File: src/sv/dgh_pkg.sv
// ----------------------------------------------------------------------------
// dgh_pkg: shared constants and helpers for the dual GNSS heading core
// Fixed-point formats, pi constants, the CORDIC arctangent table and the
// configuration register indexes.
// ----------------------------------------------------------------------------
package dgh_pkg;

  localparam int ANGLE_FRAC_BITS = 28;
  localparam int ANGLE_W = 32;
  localparam int ROT_W = 33;
  localparam int VEC_W = 63;
  localparam int GAIN_FRAC = 16;
  localparam int MOD_STEPS = 8;

  localparam int CFG_INDEX_W = 8;
  localparam int CFG_DATA_W = 32;
  localparam logic [CFG_INDEX_W-1:0] REG_GAIN = 8'd0;
  localparam logic [CFG_INDEX_W-1:0] REG_OFFSET = 8'd1;

  localparam logic signed [63:0] PI_Q60 = 64'sh3243F6A8885A308D;

  function automatic logic signed [63:0] rshr64(input logic signed [63:0] v, input int s);
    logic signed [63:0] r;
    r = (v + (64'sd1 <<< (s - 1))) >>> s;
    return r;
  endfunction

  localparam logic signed [31:0] PI_F = 32'(rshr64(PI_Q60, 60 - ANGLE_FRAC_BITS));
  localparam logic signed [31:0] HALF_PI_F = 32'(rshr64(PI_Q60, 61 - ANGLE_FRAC_BITS));
  localparam logic signed [31:0] TWO_PI_F = 32'(rshr64(PI_Q60 * 2, 60 - ANGLE_FRAC_BITS));

  localparam logic signed [31:0] CORDIC_KINV = 32'sd652032874;
  localparam logic signed [31:0] ONE_Q30 = 32'sh4000_0000;

  localparam logic signed [30:0] LAT_MAX = 31'sd900000000;
  localparam logic signed [31:0] LON_MAX = 32'sd1800000000;
  localparam logic signed [25:0] OFFSET_MAX = 26'sd23592960;
  localparam logic signed [23:0] GAIN_RESET = 24'sd65536;

  localparam logic signed [31:0] DEG7 = 32'(PI_Q60 / 64'sd1800000000);
  localparam logic signed [35:0] DEGQ40 = 36'((PI_Q60 / 180) >>> 20);

  function automatic logic signed [63:0] series_term(input int k, input logic signed [63:0] p);
    logic signed [63:0] t;
    case (k)
      0: t = p;
      1: t = p / 3;
      2: t = p / 5;
      3: t = p / 7;
      4: t = p / 9;
      5: t = p / 11;
      6: t = p / 13;
      7: t = p / 15;
      8: t = p / 17;
      9: t = p / 19;
      10: t = p / 21;
      11: t = p / 23;
      12: t = p / 25;
      13: t = p / 27;
      14: t = p / 29;
      15: t = p / 31;
      16: t = p / 33;
      17: t = p / 35;
      18: t = p / 37;
      19: t = p / 39;
      20: t = p / 41;
      21: t = p / 43;
      22: t = p / 45;
      23: t = p / 47;
      24: t = p / 49;
      25: t = p / 51;
      26: t = p / 53;
      27: t = p / 55;
      28: t = p / 57;
      29: t = p / 59;
      30: t = p / 61;
      default: t = 64'sd0;
    endcase
    return t;
  endfunction

  // Arctangent of 2^-i in the angle format, from the odd power series at 2^62.
  function automatic logic signed [31:0] atan_q(input int i);
    logic signed [63:0] v;
    logic signed [63:0] t;
    int e;
    int k;
    v = 64'sd0;
    if (i == 0) begin
      v = PI_Q60;
    end else begin
      for (k = 0; k < 31; k++) begin
        e = i * (2 * k + 1);
        if (e <= 62) begin
          t = series_term(k, 64'sd1 <<< (62 - e));
          v = (k % 2 == 1) ? v - t : v + t;
        end
      end
    end
    return 32'(rshr64(v, 62 - ANGLE_FRAC_BITS));
  endfunction

endpackage

File: src/sv/dgh_mod.sv
// ----------------------------------------------------------------------------
// dgh_mod: pipelined truncating remainder by 2*pi
// One conditional subtract of a shifted 2*pi per stage on the magnitude; the
// sign of the argument is restored at the end.
// ----------------------------------------------------------------------------
module dgh_mod #(
  parameter int IN_W = 33,
  parameter int STEPS = 1
) (
  input  logic                   clk,
  input  logic                   rst,
  input  logic                   en,
  input  logic                   in_valid,
  input  logic signed [IN_W-1:0] value,
  output logic                   out_valid,
  output logic signed [31:0]     rem
);

  localparam int CW = IN_W + STEPS;

  logic            vld [0:STEPS];
  logic            neg [0:STEPS];
  logic [IN_W-1:0] mag [0:STEPS];

  always_ff @(posedge clk) begin
    if (rst) begin
      vld[0] <= 1'b0;
    end else if (en) begin
      vld[0] <= in_valid;
    end
  end

  always_ff @(posedge clk) begin
    if (en) begin
      neg[0] <= value[IN_W-1];
      mag[0] <= value[IN_W-1] ? IN_W'(-value) : IN_W'(value);
    end
  end

  for (genvar j = 0; j < STEPS; j++) begin : g_step
    localparam logic [CW-1:0] SUB = CW'(unsigned'(dgh_pkg::TWO_PI_F)) << (STEPS - 1 - j);

    always_ff @(posedge clk) begin
      if (rst) begin
        vld[j+1] <= 1'b0;
      end else if (en) begin
        vld[j+1] <= vld[j];
      end
    end

    always_ff @(posedge clk) begin
      if (en) begin
        neg[j+1] <= neg[j];
        if (CW'(mag[j]) >= SUB) begin
          mag[j+1] <= mag[j] - SUB[IN_W-1:0];
        end else begin
          mag[j+1] <= mag[j];
        end
      end
    end
  end

  always_ff @(posedge clk) begin
    if (rst) begin
      out_valid <= 1'b0;
    end else if (en) begin
      out_valid <= vld[STEPS];
    end
  end

  always_ff @(posedge clk) begin
    if (en) begin
      rem <= neg[STEPS] ? -signed'(mag[STEPS][31:0]) : signed'(mag[STEPS][31:0]);
    end
  end

endmodule

File: config.mk
export PLATFORM = sky130hd
export DESIGN_NAME = dgh_mod
export DESIGN_NICKNAME = d
export VERILOG_FILES = /design/src/sv/dgh_pkg.sv /design/src/sv/dgh_mod.sv
export SDC_FILE = /design/constraint.sdc
export NUM_CORES = 1
export LEC_CHECK = 0
export CORE_MARGIN = 3
export CORE_UTILIZATION = 63
export CTS_BUF_LIST = sky130_fd_sc_hd__clkbuf_4
export DETAILED_ROUTE_END_ITERATION = 8
export DONT_BUFFER_PORTS = 1
export PLACE_DENSITY = 0.79
export SKIP_CTS_REPAIR_TIMING = 1
export SLEW_MARGIN = 20
export SYNTH_ARGS = -nofsm -noshare
export SYNTH_HDL_FRONTEND = slang
export SYNTH_SLANG_ARGS = --single-unit
export TNS_END_PERCENT = 20
File: constraint.sdc
create_clock -name clk -period 8.11 [get_ports clk]
set_clock_uncertainty 0.05 [all_clocks]
set_input_delay 0.811 -clock clk [delete_from_list [all_inputs] [get_ports clk]]
set_output_delay 0.811 -clock clk [all_outputs]
set_load 0.03 [all_outputs]
* After elaboration in Yosys (flattened, before gate mapping)
Memories as Yosys holds them, arrays and structs flattened. A register that Yosys moved wholly into a read port is not among the register bits. Cells that the tools add are included. W data, S select, Z words.
Word-level totals: bits in registers 32, memory bits (writable) 70, input port bits 37, output and inout bits 33, word-level logic and storage cells 28, memories 3
Memories:
- mag | words 2, width 33, read ports 2, clocked after Yosys merged registers in 0, wr ports 2, RTL line dgh_mod.sv:23 | logic [IN_W-1:0] mag [0:STEPS];
- neg | words 2, width 1, read ports 2, clocked after Yosys merged registers in 0, wr ports 2, RTL line dgh_mod.sv:22 | logic neg [0:STEPS];
- vld | words 2, width 1, read ports 2, clocked after Yosys merged registers in 1, wr ports 2, RTL line dgh_mod.sv:21 | logic vld [0:STEPS];
Cells by class: add/subtract/negate cells 3, $lt $le $gt $ge 1, muxes and demuxes 17, bitwise gates (word level) 3
Operators by type and width (number):
- $mux W33 | 2
- $ge A33 B31 Y1 const B | 1
- $neg A33 Y33 | 1
- $sub A33 B31 Y33 const B | 1
- $mux W32 | 1
- $neg A32 Y32 | 1
- $mux W1 | 14
- $or A1 B1 Y1 | 3

* Logic depth before layout (Yosys ltp)
Gate-level depths: netlist of run 1.
depth in word-level cells 5, depth in mapped cells 9, mapped depth without buffers 8

* Worst setup path before layout of run 1
Ideal clock, no wire load.
path kind in2reg, start input value[20], end memory mag[0][29] (data pin), library setup time 0.263 ns, data arrival time 2.625 ns, data required time 7.797 ns, path slack 5.172 ns, stages on the path 6, buffers on the path 0, cell sequence or4_4 or4_1 or2_1 or3_4 o41ai_2 xnor2_1
RTL lines:
- start, declared | RTL line dgh_mod.sv:14 | input logic signed [IN_W-1:0] value,
- end, declared | RTL line dgh_mod.sv:23

==> reports/metrics.sh, run 1 <==
ROUTED-VIA-COUNT=3357
TIMING.MAX_CAP.VIOLATIONS=0
WORST-PATH-BUF-INV=0
CTS-BUFFERS-INSERTED=9
DRTITER0DRC=152
CLOCKROOTBUFFER='clkbuf_4'
FINALSETUPVIOLCOUNT=0
REPORT.FINAL.HOLD_VIOL_COUNT=0
SYNTH_ENABLE_FLOP_CELLS=101
PLACE_CONGESTION=0.865
POST_SYNTH.CELL_AREA_AVG_UM2=12.1
CRIT_FANOUT=17
NUMPORTBUFFERS=0
DETAIL_ROUTE.DRC_VIOLATIONS=0
CRITICAL_PATH_S_TOP_DELAY_FAMILY='compound AO/OA/AOI/OAI gates'
FP.DIEW_UM=97.5
TIMING.FINAL.MAX_SLEW_VIOLATIONS=0
DRT-TOTAL-WL_MM=8.86
GRT-OVFL-TOTAL=0
WORST_EP_ARRIVAL_TIME_NS=3.25
CTS.SINK_COUNT=102
IO_PINS=70
CRIT_PATH_END_KIND='register'
UNREPAIRED_SETUP_ENDPOINTS_AFTER_GLOBAL_ROUTING='false'
RR_STARTPOINT='mag[0][3]'
PERIOD_MINUS_SLACK_NS=3.09
LAYOUT-AREA-OVERHEAD-VS-SYNTH_PCT=4.46
TOP_CELLS_BY_INSTANCE_COUNT_AFTER_SYNTHESIS='edfxtp_1, xnor2_1, nand2_1, o21ai_0, nor2_1'
STATIC-LEAKAGE-POWER_uW=0.00179
MIN_PATH_CELLS=1
HOLD_PATH.STARTPOINT='rst'
SYNTH.CELL_AREA_UM2=5270
CTSHTREEMAXLEVEL=3
YS_ASYNC_SR_FRACTION_PCT=0
CRITICAL-PATH-MAX-STAGE-DELAY_NS=0.76
POSTLAYOUTCOREUTIL_PCT=69.5
FLOORPLAN.DIE_AREA_UM2=9510
WORSTPATHCELLLIST='nor4_1 -> o22ai_1 -> o21a_1 -> a311oi_4 -> nor3_1 -> xor2_1'
IR_DROP_V=0.0000751
CRITICAL_PATH_REQUIRED_TIME_NS=8.27
WORST_HOLD_PATH_TYPE='input pin to register'
CRIT_SLOWEST_CELL='a311oi_4'
CHIPHEIGHT_UM=97.5
WORST_PIN_SLEW_NS=0.910
GRT_FIRST_PASS_WIRELENGTH_MM=14.9
MAX_SLEW_MARGIN_PCT=39.3
CELLPOWERDENSITY_nW_PER_UM2=212
CTS_BUFFER_DEPTH=2
YS_DOMINANT_REG_CELL='edfxtp_1'
NFILLCELLS=577
FINALSETUPTNS_NS=0
FF2FF_SETUP_SLACK_NS=5.02
WORST_SKEW_PAIR.LATE_LATENCY_NS=0.45
AREA.SEQUENTIAL_UM2=3050
DRT_FIRST_PASS_ITERS=5
SETUP.WORST_PATH.CLASS='register to register'
POST-ROUTE-PERIOD-UTIL_PCT=38.1
RR_ENDPOINT='mag[1][28]'
MULTI_INPUT_COMB_AREA_UM2=2140
CLKSLEWWORSTSETUPHOLDPATHS_NS=0.16
SHARE_OF_THE_YOSYS_CHIP_AREA_BELONGING_TO_REGISTERS_PCT=57.9
LARGEST_NET_DEGREE_AT_THE_START_OF_GLOBAL_ROUTING=105
FIN_NETS=479
SYNTH_TOP_CELL_BY_AREA='edfxtp_1'
POST_SYNTHESIS_CELL_TYPE_COUNT=58
LAYOUT_CELLS_SIZED_ABOVE_1_PCT=6.32
POST-SYNTH-TOP-AREA-FRACTION_PCT=57.5
INITIAL_UTILIZATION_PCT=66.5
SYNTHESIS_WARNING_TOTAL=0
TRITONCTS_CLOCK_TREE='done'
FMAX_MHz=324
DP_HPWL_MM=6.40
WORST_HOLD_PATH.ENDPOINT='out_valid'
YOSYS.CELL_COUNT.TOP_TYPE='edfxtp_1'
R2R.WORST_PATH.CELLS=6
SYN-INSTANCE-COUNT=437
POST_DR_VIAS_CELL=6.16
DRTANTENNAVIOLNETS=0
CP-START-KIND='register'
SYNTHTOPCELLSBYAREA='edfxtp_1, xnor2_1, xor2_1'
GRT_PASS1_VIAS=3202
ANTENNADIODECOUNT=0
SYNTHESIS.NETS=478
ROUTE.DETAILED.WL_PER_INST_UM=16.3
GRT_UTIL_ALL_LAYERS_PCT=19.1
RUN_STATUS='complete, no violations'
NUMBER_OF_STANDARD_CELL_ROWS_IN_THE_FLOORPLAN=32
YS_FF_LATCH=102
FP.COREAREA_UM2=7930
NUMBER_OF_ANTENNA_VIOLATIONS_AT_THE_FIRST_CHECK_IN_GLOBAL_ROUTING=0
[final cells by class]
class                      count  area share (%)
sequential                   102            55.4
clock inverter                 7            1.29
inverter                      13           0.886
tap                          102            2.32
clock buffer                   9            1.23
multi-input combinational    312            38.9
[logic make-up after synthesis]
| logic type | count (synthesis) | synth area share [%] |
|---|---|---|
| mux | 1 | 0.190 |
| flops | 102 | 57.9 |
| simple gates | 134 | 13.4 |
| xor+xnor | 89 | 14.8 |
| compound gates | 84 | 11.1 |
| fa+ha+maj | 4 | 0.949 |
| buf+inv | 23 | 1.73 |
[how the worst max path moves through the flow]
stage | from | endpoint | slack, ns | cells after the start
floorplan | value[20] | mag[0][29] | 5.17 | 6
global placement | mag[0][3] | mag[1][14] | 4.96 | 6
detailed placement | mag[0][3] | mag[1][28] | 4.83 | 6
CTS | mag[0][3] | mag[1][14] | 4.79 | 6
global route | mag[0][25] | mag[1][5] | 4.84 | 6
finish | mag[0][3] | mag[1][28] | 5.02 | 6
[cells in the final DEF (no fill, tap or decap), drive strengths merged, types with 2 or more instances in the layout]
master / synthesis / final
nor3: 15 / 15
inv: 13 / 15
o31ai: 16 / 16
nand4: 3 / 3
nor2: 24 / 24
xnor2: 68 / 68
nor3b: 2 / 2
nor4: 5 / 5
ha: 4 / 4
or2: 5 / 5
o211ai: 5 / 5
a31oi: 3 / 3
edfxtp: 101 / 101
clkinvlp: 0 / 2
or4: 10 / 10
or3: 6 / 6
o21bai: 2 / 2
nand3b: 2 / 2
o41ai: 7 / 7
o22ai: 2 / 2
nand3: 8 / 8
a21oi: 9 / 9
and2: 2 / 2
clkbuf: 6 / 9
nand2b: 3 / 3
and3b: 2 / 2
nand2: 40 / 40
o21ai: 29 / 29
clkinv: 0 / 2
xor2: 21 / 21
[sequential cells by signal (all words and copies together) (netlist names)]
| name | flops |
|---|---|
| neg | 2 |
| vld | 2 |
| rem | 32 |
| out_valid | 1 |
| mag | 65 |
[report_power, final]
part	leakage [µW]	total, µW	internal (µW)	switching, µW
Clock	0.0000704	263	94.7	168
Sequential	0.000999	769	670	98.7
Combinational	0.000723	138	72.3	65.8
[stage by stage]
stage	std cells	cell area [µm²]	worst slack [ns]	power, µW	hold slack (ns)
finish	545	5510	5.02	1170	0.371
floorplan	437	5270	5.17	885	0.350
global route	545	5510	4.84	1230	0.332
detailed placement	529	5360	4.83	919	0.369
CTS	545	5500	4.79	1180	0.353
global placement	529	5360	4.96	909	0.394
[per-layer routing]
layer | up-vias | track usage, % | share of wire, %
li1 | 1632 | - | -
met1 | 1592 | 26.1 | 47
met2 | 119 | 29.7 | 46
met3 | 14 | 5.17 | 5.4
met4 | 0 | 6.60 | 1.7
met5 | - | 0 | 0
Note: power is estimated with default switching activity, not from simulation.
==> inputs of run 2 (changes only) <==
Settings changed: ABC_AREA from default to 1.
Clock period 8.11 ns to 3 ns, I/O delays scaled along.
==> run 2 against run 1 <==
- the flow now finishes with violations (negative hold slack)
- critical path depth rose by 5
- non-clock buffer count up 23
- sequential cell count unchanged
- clock power grew to 3.1 times the previous value
- cell count up 97%
- die area up 29%
- highest routed layer unchanged
- total power grew to 3.1 times the previous value
- largest power group unchanged
- synthesized area up 31%
- worst setup slack worse by 4.4 ns
- hold slack lost 0.38 ns
- largest cell class is now multi-input gates
==> reports/metrics.sh, run 2 <==
RUN_STATUS='finished with violations'
FAILING_CHECKS='negative hold slack'
IO_PINS=70  # unchanged
LAYOUT-AREA-OVERHEAD-VS-SYNTH_PCT=6.76
DETAIL_ROUTE.DRC_VIOLATIONS=0  # unchanged
LARGEST_NET_DEGREE_AT_THE_START_OF_GLOBAL_ROUTING=104  # -0.95%
CRITPATHMOSTFREQUENTCELL='nand2_1'
TOP_CELLS_BY_INSTANCE_COUNT_AFTER_SYNTHESIS='nand2_1, nor2_1, inv_1, edfxtp_1, nand3_1'
SYNTH.CELL_AREA_UM2=6920  # +31%
HOLD_WS_NS=-0.00876  # -0.380 ns
FINAL_CELL_MIX='nand2_1, nor2_1, inv_1, edfxtp_1, nand3_1'
WORSTPATHCELLLIST='nor2_1 -> nand2_1 -> nand3_1 -> nand2_1 -> nand2_1 -> nand2_1 -> nand2_2 -> nand2_4 -> buf_12 -> nand2_1 -> o21ai_2'
YS_DOMINANT_REG_CELL='edfxtp_1'
SYNTHESIS_WARNING_TOTAL=0  # unchanged
REG_TOP3='mag (65), rem (32)'
WORST_HOLD_PATH_TYPE='input pin to register'
REPORT.FINAL.HOLD_VIOL_COUNT=1  # +1
CHIPHEIGHT_UM=111  # +14%
CTSHTREEMAXLEVEL=3  # unchanged
NUMBER_OF_STANDARD_CELL_ROWS_IN_THE_FLOORPLAN=37  # +16%
REGMOSTFLOPS='mag'
YS_ASYNC_SR_FRACTION_PCT=0  # unchanged
IR_DROP_V=0.000283  # +280%
FINALSETUPTNS_NS=0  # unchanged
CP-START-KIND='register'
FP.DIEW_UM=111  # +14%
CRIT_SLOWEST_CELL='edfxtp_1'
CRIT_FANOUT=34  # +17
GRT_PASS1_VIAS=5786  # +81%
WORST_EP_ARRIVAL_TIME_NS=2.58  # -0.67 ns
CTS_BUFFER_DEPTH=2  # unchanged
CLOCKROOTBUFFER='clkbuf_4'
SYN-INSTANCE-COUNT=917  # +110%
CTS.SINK_COUNT=102  # unchanged
MAX_SLEW_MARGIN_PCT=62.5  # +23 points
SYNTH_ENABLE_FLOP_CELLS=101  # unchanged
PERIOD_MINUS_SLACK_NS=2.39  # -0.698 ns
GRT_FIRST_PASS_WIRELENGTH_MM=27.2  # +82%
PLACE_CONGESTION=0.992  # +15%
TIMING.FINAL.MAX_SLEW_VIOLATIONS=0  # unchanged
DRTITER0DRC=577  # +280%
DRT-TOTAL-WL_MM=17.1  # +93%
ANTENNADIODECOUNT=0  # unchanged
WORST_PIN_SLEW_NS=0.558  # -0.352 ns
CTS-BUFFERS-INSERTED=9  # unchanged
WORST_SKEW_PAIR.LATE_LATENCY_NS=0.46  # about the same
SYNTHTOPCELLSBYAREA='edfxtp_1, nand2_1, xor2_1'
WORST-PATH-BUF-INV=1  # +1
LAYOUT_CELLS_SIZED_ABOVE_1_PCT=7.45  # +1.1 points
GRT_UTIL_ALL_LAYERS_PCT=27.4  # +8.3 points
FP.COREAREA_UM2=10500  # +33%
FINALSETUPVIOLCOUNT=0  # unchanged
POST_DR_VIAS_CELL=5.60  # -9.0%
POSTLAYOUTCOREUTIL_PCT=70.3  # +0.80 points
UNREPAIRED_SETUP_ENDPOINTS_AFTER_GLOBAL_ROUTING='false'
POST-SYNTH-TOP-AREA-FRACTION_PCT=43.8  # -14 points
POST_SYNTHESIS_CELL_TYPE_COUNT=39  # -33%
PLACE_AREA_UM2=7000  # +31%
DP_HPWL_MM=13.0  # +100%
LARGEST_REGISTER_FFS=65  # unchanged
POSTLAYOUTCELLAREA_UM2=7390  # +34%
CRIT_PATH_END_KIND='register'
SETUP.WORST_PATH.CLASS='register to register'
SYNTH_TOP_CELL_BY_AREA='edfxtp_1'
CRITICAL_PATH_REQUIRED_TIME_NS=3.19  # -5.08 ns
SYNTHESIS.NETS=958  # +100%
TRITONCTS_CLOCK_TREE='done'
CELLPOWERDENSITY_nW_PER_UM2=484  # +130%
DRTANTENNAVIOLNETS=0  # unchanged
POST-ROUTE-PERIOD-UTIL_PCT=79.7  # +42 points
INITIAL_UTILIZATION_PCT=65.8  # -0.68 points
FLOORPLAN.DIE_AREA_UM2=12300  # +29%
SHARE_OF_THE_YOSYS_CHIP_AREA_BELONGING_TO_REGISTERS_PCT=44.1  # -14 points
TIMING.MAX_CAP.VIOLATIONS=0  # unchanged
LAYOUT_COMMONEST_CELL='nand2_1'
YOSYS.CELL_COUNT.TOP_TYPE='nand2_1'
STATIC-LEAKAGE-POWER_uW=0.00323  # +80%
NUMPORTBUFFERS=0  # unchanged
ROUTED-VIA-COUNT=6029  # +80%
DRT_FIRST_PASS_ITERS=5  # unchanged
CRITICAL_PATH_S_TOP_DELAY_FAMILY='simple AND/OR/NAND/NOR gates'
FIN_NETS=976  # +100%
CRITICAL-PATH-MAX-STAGE-DELAY_NS=0.49  # -0.27 ns
POST_SYNTH.CELL_AREA_AVG_UM2=7.55  # -37%
CLKSLEWWORSTSETUPHOLDPATHS_NS=0.15  # about the same
ROUTE.DETAILED.WL_PER_INST_UM=15.9  # -2.3%
TOTAL_POWER_uW=3570  # +210%
NUMBER_OF_ANTENNA_VIOLATIONS_AT_THE_FIRST_CHECK_IN_GLOBAL_ROUTING=0  # unchanged
FMAX_MHz=418  # +29%
YS_FF_LATCH=102  # unchanged
GRT-OVFL-TOTAL=0  # unchanged
==> run 2: cell count changes in the layout (fill, tap and decap cells not counted), moves of 10 or more <==
cell,before,now
nand3_1,8,72
inv_1,13,103
nand2_2,0,11
inv_2,0,13
nand2_1,40,298
nand4_1,3,13
xnor2_1,68,8
nor2_1,24,123
dlygate4sd3_1,0,20
xor2_1,21,55
o21ai_2,0,15
o31ai_1,14,2
==> run 2: metrics by stage <==
stage	setup slack (ns)	instances
2_1_floorplan	1.17	917
3_3_place_gp	0.760	1039
3_5_place_dp	0.710	1039
4_1_cts	0.674	1055
5_1_grt	0.527	1076
6_report	0.608	1076
==> run 2: power by group <==
group	switching [µW]	total [µW]	internal, µW
Clock	459	806	347
Sequential	243	2030	1790
Combinational	477	734	257
==> run 2: final timing paths <==
check	startpoint	endpoint	slack, ns	depth (start not counted)
setup reg to reg	mag[0][2]	mag[1][5]	0.61	11
setup / recovery	mag[0][2]	mag[1][5]	0.61	11
hold / removal	value[32]	mag[0][27]	-0.009	2
hold reg to reg	neg[0][0]	neg[0][1]	0.46	0
==> run 2: layout make-up <==
type / instances / area, µm²
inverter: 118 / 443
multi-input combinational: 681 / 3300
sequential: 102 / 3050
fill: 802 / 3120
timing repair buffer: 23 / 255
clock inverter: 6 / 86.3
tap: 136 / 170
clock buffer: 10 / 75.1
==> run 2: cell families (layout without fill, tap and decap cells) <==
group,Yosys count,count (layout),share of synthesized area [%]
AOI/OAI and AO/OA,65,65,5.77
DFF,102,102,44.1
and+or+nand+nor,549,549,33.3
buffers and inverters,134,157,8.12
xor gates and xnor gates,63,63,7.97
adders and majority gates,4,4,0.723
==> run 2: routing by layer <==
| metal | wire [µm] | vias up | track usage, % | part of all wire, % |
|---|---|---|---|---|
| met1 | 7080 | 2688 | 33.5 | 41 |
| met5 | 0 | - | 0 | 0 |
| met4 | 673 | 0 | 13.9 | 3.9 |
| met2 | 8120 | 314 | 46.4 | 48 |
| met3 | 1220 | 46 | 4.91 | 7.1 |
| li1 | - | 2981 | - | - |
==> run 2: worst register-to-register path: stages (launching register included) <==
cell      delay [ns]
edfxtp_1        0.49
nor2_1          0.43
nand2_1         0.14
nand3_1         0.13
nand2_1         0.12
nand2_1         0.11
nand2_1         0.09
nand2_2         0.09
nand2_4         0.14
buf_12          0.23
nand2_1         0.10
o21ai_2         0.06
==> inputs of run 3 (changes only) <==
Clock period 3 ns to 2.5 ns, I/O delays scaled along.
==> run 3 against run 2 <==
- non-clock buffer count grew 3
- the flow still finishes with violations (negative hold slack)
- die area is the same
- total power grew 15%
- hold slack lost 0.11 ns
- critical path depth shrank 2
- global-route usage shrank 1.3 points
- via count grew 1.3%
- routed wire length shrank 3.8%
- register-to-register slack lost 0.31 ns
==> reports/metrics.sh, run 3 (synthesized netlist as in run 2, its figures left out) <==
UNREPAIRED_SETUP_ENDPOINTS_AFTER_GLOBAL_ROUTING='false'
FP.DIEW_UM=111  # unchanged
DRTANTENNAVIOLNETS=0  # unchanged
HOLD_WS_NS=-0.123  # -0.115 ns
AREA.SEQUENTIAL_UM2=3050  # unchanged
CP-START-KIND='register'
PERIOD_MINUS_SLACK_NS=2.20  # -0.194 ns
FAILING_CHECKS='negative hold slack'
CTS_BUFFER_DEPTH=2  # unchanged
TOTAL_POWER_uW=4120  # +15%
NUMBER_OF_STANDARD_CELL_ROWS_IN_THE_FLOORPLAN=37  # unchanged
RUN_STATUS='finished with violations'
CRIT_FANOUT=4  # -88%
IR_DROP_V=0.000293  # +3.6%
MAX_SLEW_MARGIN_PCT=43.9  # -19 points
ROUTED-VIA-COUNT=6110  # +1.3%
GRT-OVFL-TOTAL=0  # unchanged
FLOORPLAN.DIE_AREA_UM2=12300  # unchanged
LAYOUT-AREA-OVERHEAD-VS-SYNTH_PCT=6.46
GRT_FIRST_PASS_WIRELENGTH_MM=26.0  # -4.4%
CHIPHEIGHT_UM=111  # unchanged
WORST_SKEW_PAIR.LATE_LATENCY_NS=0.44  # -0.02 ns
MULTI_INPUT_COMB_AREA_UM2=3300  # unchanged
SETUP.WORST_PATH.CLASS='register to register'
CTS.SINK_COUNT=102  # unchanged
INITIAL_UTILIZATION_PCT=65.8  # unchanged
NFILLCELLS=814  # +1.5%
FMAX_MHz=455  # +8.8%
CELLPOWERDENSITY_nW_PER_UM2=559  # +16%
FP.COREAREA_UM2=10500  # unchanged
FINAL_CELL_MIX='nand2_1, nor2_1, inv_1, edfxtp_1, nand3_1'
NUMPORTBUFFERS=0  # unchanged
POST-ROUTE-PERIOD-UTIL_PCT=87.9  # +8.2 points
DRTITER0DRC=628  # +8.8%
GRT_PASS1_VIAS=5693  # -1.6%
FINAL.SETUP.WORST_SLACK_NS=0.302  # -0.306 ns
ANTENNADIODECOUNT=0  # unchanged
POST_DR_VIAS_CELL=5.66  # +1.1%
POSTLAYOUTCOREUTIL_PCT=70.1  # -0.20 points
REG_TOP3='mag (65), rem (32)'
FINALSETUPVIOLCOUNT=0  # unchanged
REPORT.FINAL.HOLD_VIOL_COUNT=99  # +98
TIMING.FINAL.MAX_SLEW_VIOLATIONS=0  # unchanged
DETAIL_ROUTE.DRC_VIOLATIONS=0  # unchanged
GRT_UTIL_ALL_LAYERS_PCT=26.1  # -1.3 points
DRT-TOTAL-WL_MM=16.4  # -3.8%
CTSHTREEMAXLEVEL=3  # unchanged
DRT_FIRST_PASS_ITERS=5  # unchanged
STATIC-LEAKAGE-POWER_uW=0.00321  # -0.47%
LAYOUT_COMMONEST_CELL='nand2_1'
TRITONCTS_CLOCK_TREE='done'
REGMOSTFLOPS='mag'
CLKSLEWWORSTSETUPHOLDPATHS_NS=0.16  # about the same
PRE_CTS_WS_NS=0.334  # -0.376 ns
DP_HPWL_MM=12.6  # -3.0%
LARGEST_NET_DEGREE_AT_THE_START_OF_GLOBAL_ROUTING=104  # unchanged
CTS-BUFFERS-INSERTED=9  # unchanged
CRIT_PATH_END_KIND='register'
CRITICAL_PATH_REQUIRED_TIME_NS=2.64  # -0.55 ns
WORST_EP_ARRIVAL_TIME_NS=2.34  # -0.24 ns
LAYOUT_CELLS_SIZED_ABOVE_1_PCT=7.10  # -0.34 points
LARGEST_REGISTER_FFS=65  # unchanged
NUMBER_OF_ANTENNA_VIOLATIONS_AT_THE_FIRST_CHECK_IN_GLOBAL_ROUTING=0  # unchanged
WORST_PIN_SLEW_NS=0.838  # +0.280 ns
FINALSETUPTNS_NS=0  # unchanged
IO_PINS=70  # unchanged
CLOCKROOTBUFFER='clkbuf_4'
WORST_HOLD_PATH_TYPE='input pin to register'
TIMING.MAX_CAP.VIOLATIONS=0  # unchanged
FIN_NETS=979  # +0.31%
PLACE_CONGESTION=0.972  # -2.1%
ROUTE.DETAILED.WL_PER_INST_UM=15.2  # -4.0%
-- run 3: cell count changes in the layout (fill, tap and decap cells not counted), sizes merged --
cell         change
dlygate4sd3      +3
bufinv           -1
clkbuf           -1
clkinv           +1
inv              +1
-- run 3: worst paths after layout --
check | from | to | slack, ns | cells after the start
worst max register to register | mag[1][0] | rem[26] | 0.30 | 9
worst max-delay path | mag[1][0] | rem[26] | 0.30 | 9
worst min register to register | neg[0][0] | neg[0][1] | 0.45 | 0
worst min-delay path | en | mag[0][24] | -0.12 | 0
-- run 3: layout make-up --
type                    instances  area share, %
multi-input cells             681           44.9
inverters                     118           6.01
well taps                     136           2.31
repair buffers                 26           3.60
flip-flops and latches        102           41.4
clock inverters                 7          0.849
clock buffers                   9          0.917
-- run 3: per-stage QoR --
| step | std cells | instance area [µm²] |
|---|---|---|
| global route | 1079 | 7370 |
| CTS | 1056 | 7140 |
| floorplan | 917 | 6920 |
| global placement | 1040 | 7010 |
| detailed placement | 1040 | 7010 |
| finish | 1079 | 7370 |
-- run 3: report_power, final --
group          switching, µW  leakage, µW  internal [µW]  total (µW)
combinational            547      0.00214            309         856
sequential               283      0.00100           2150        2430
clock                    534    0.0000705            299         833
total                   1360      0.00321           2760        4120
-- run 3: critical path: stages, from the launching register on --
cell and delay [ns]:
edfxtp_1 0.44, inv_1 0.10, ha_1 0.22, nand3_1 0.14, nand3b_1 0.25, nor2_1 0.26
nand2_1 0.10, nand2_1 0.16, nand2_1 0.09, xor2_1 0.15
-- run 3: metal layers --
metal	routed length (µm)	track usage, %	vias to the layer above
met4	855	15.6	0
li1	-	-	2990
met5	0	0	-
met3	1130	3.77	47
met1	6660	31.1	2743
met2	7810	44.5	330
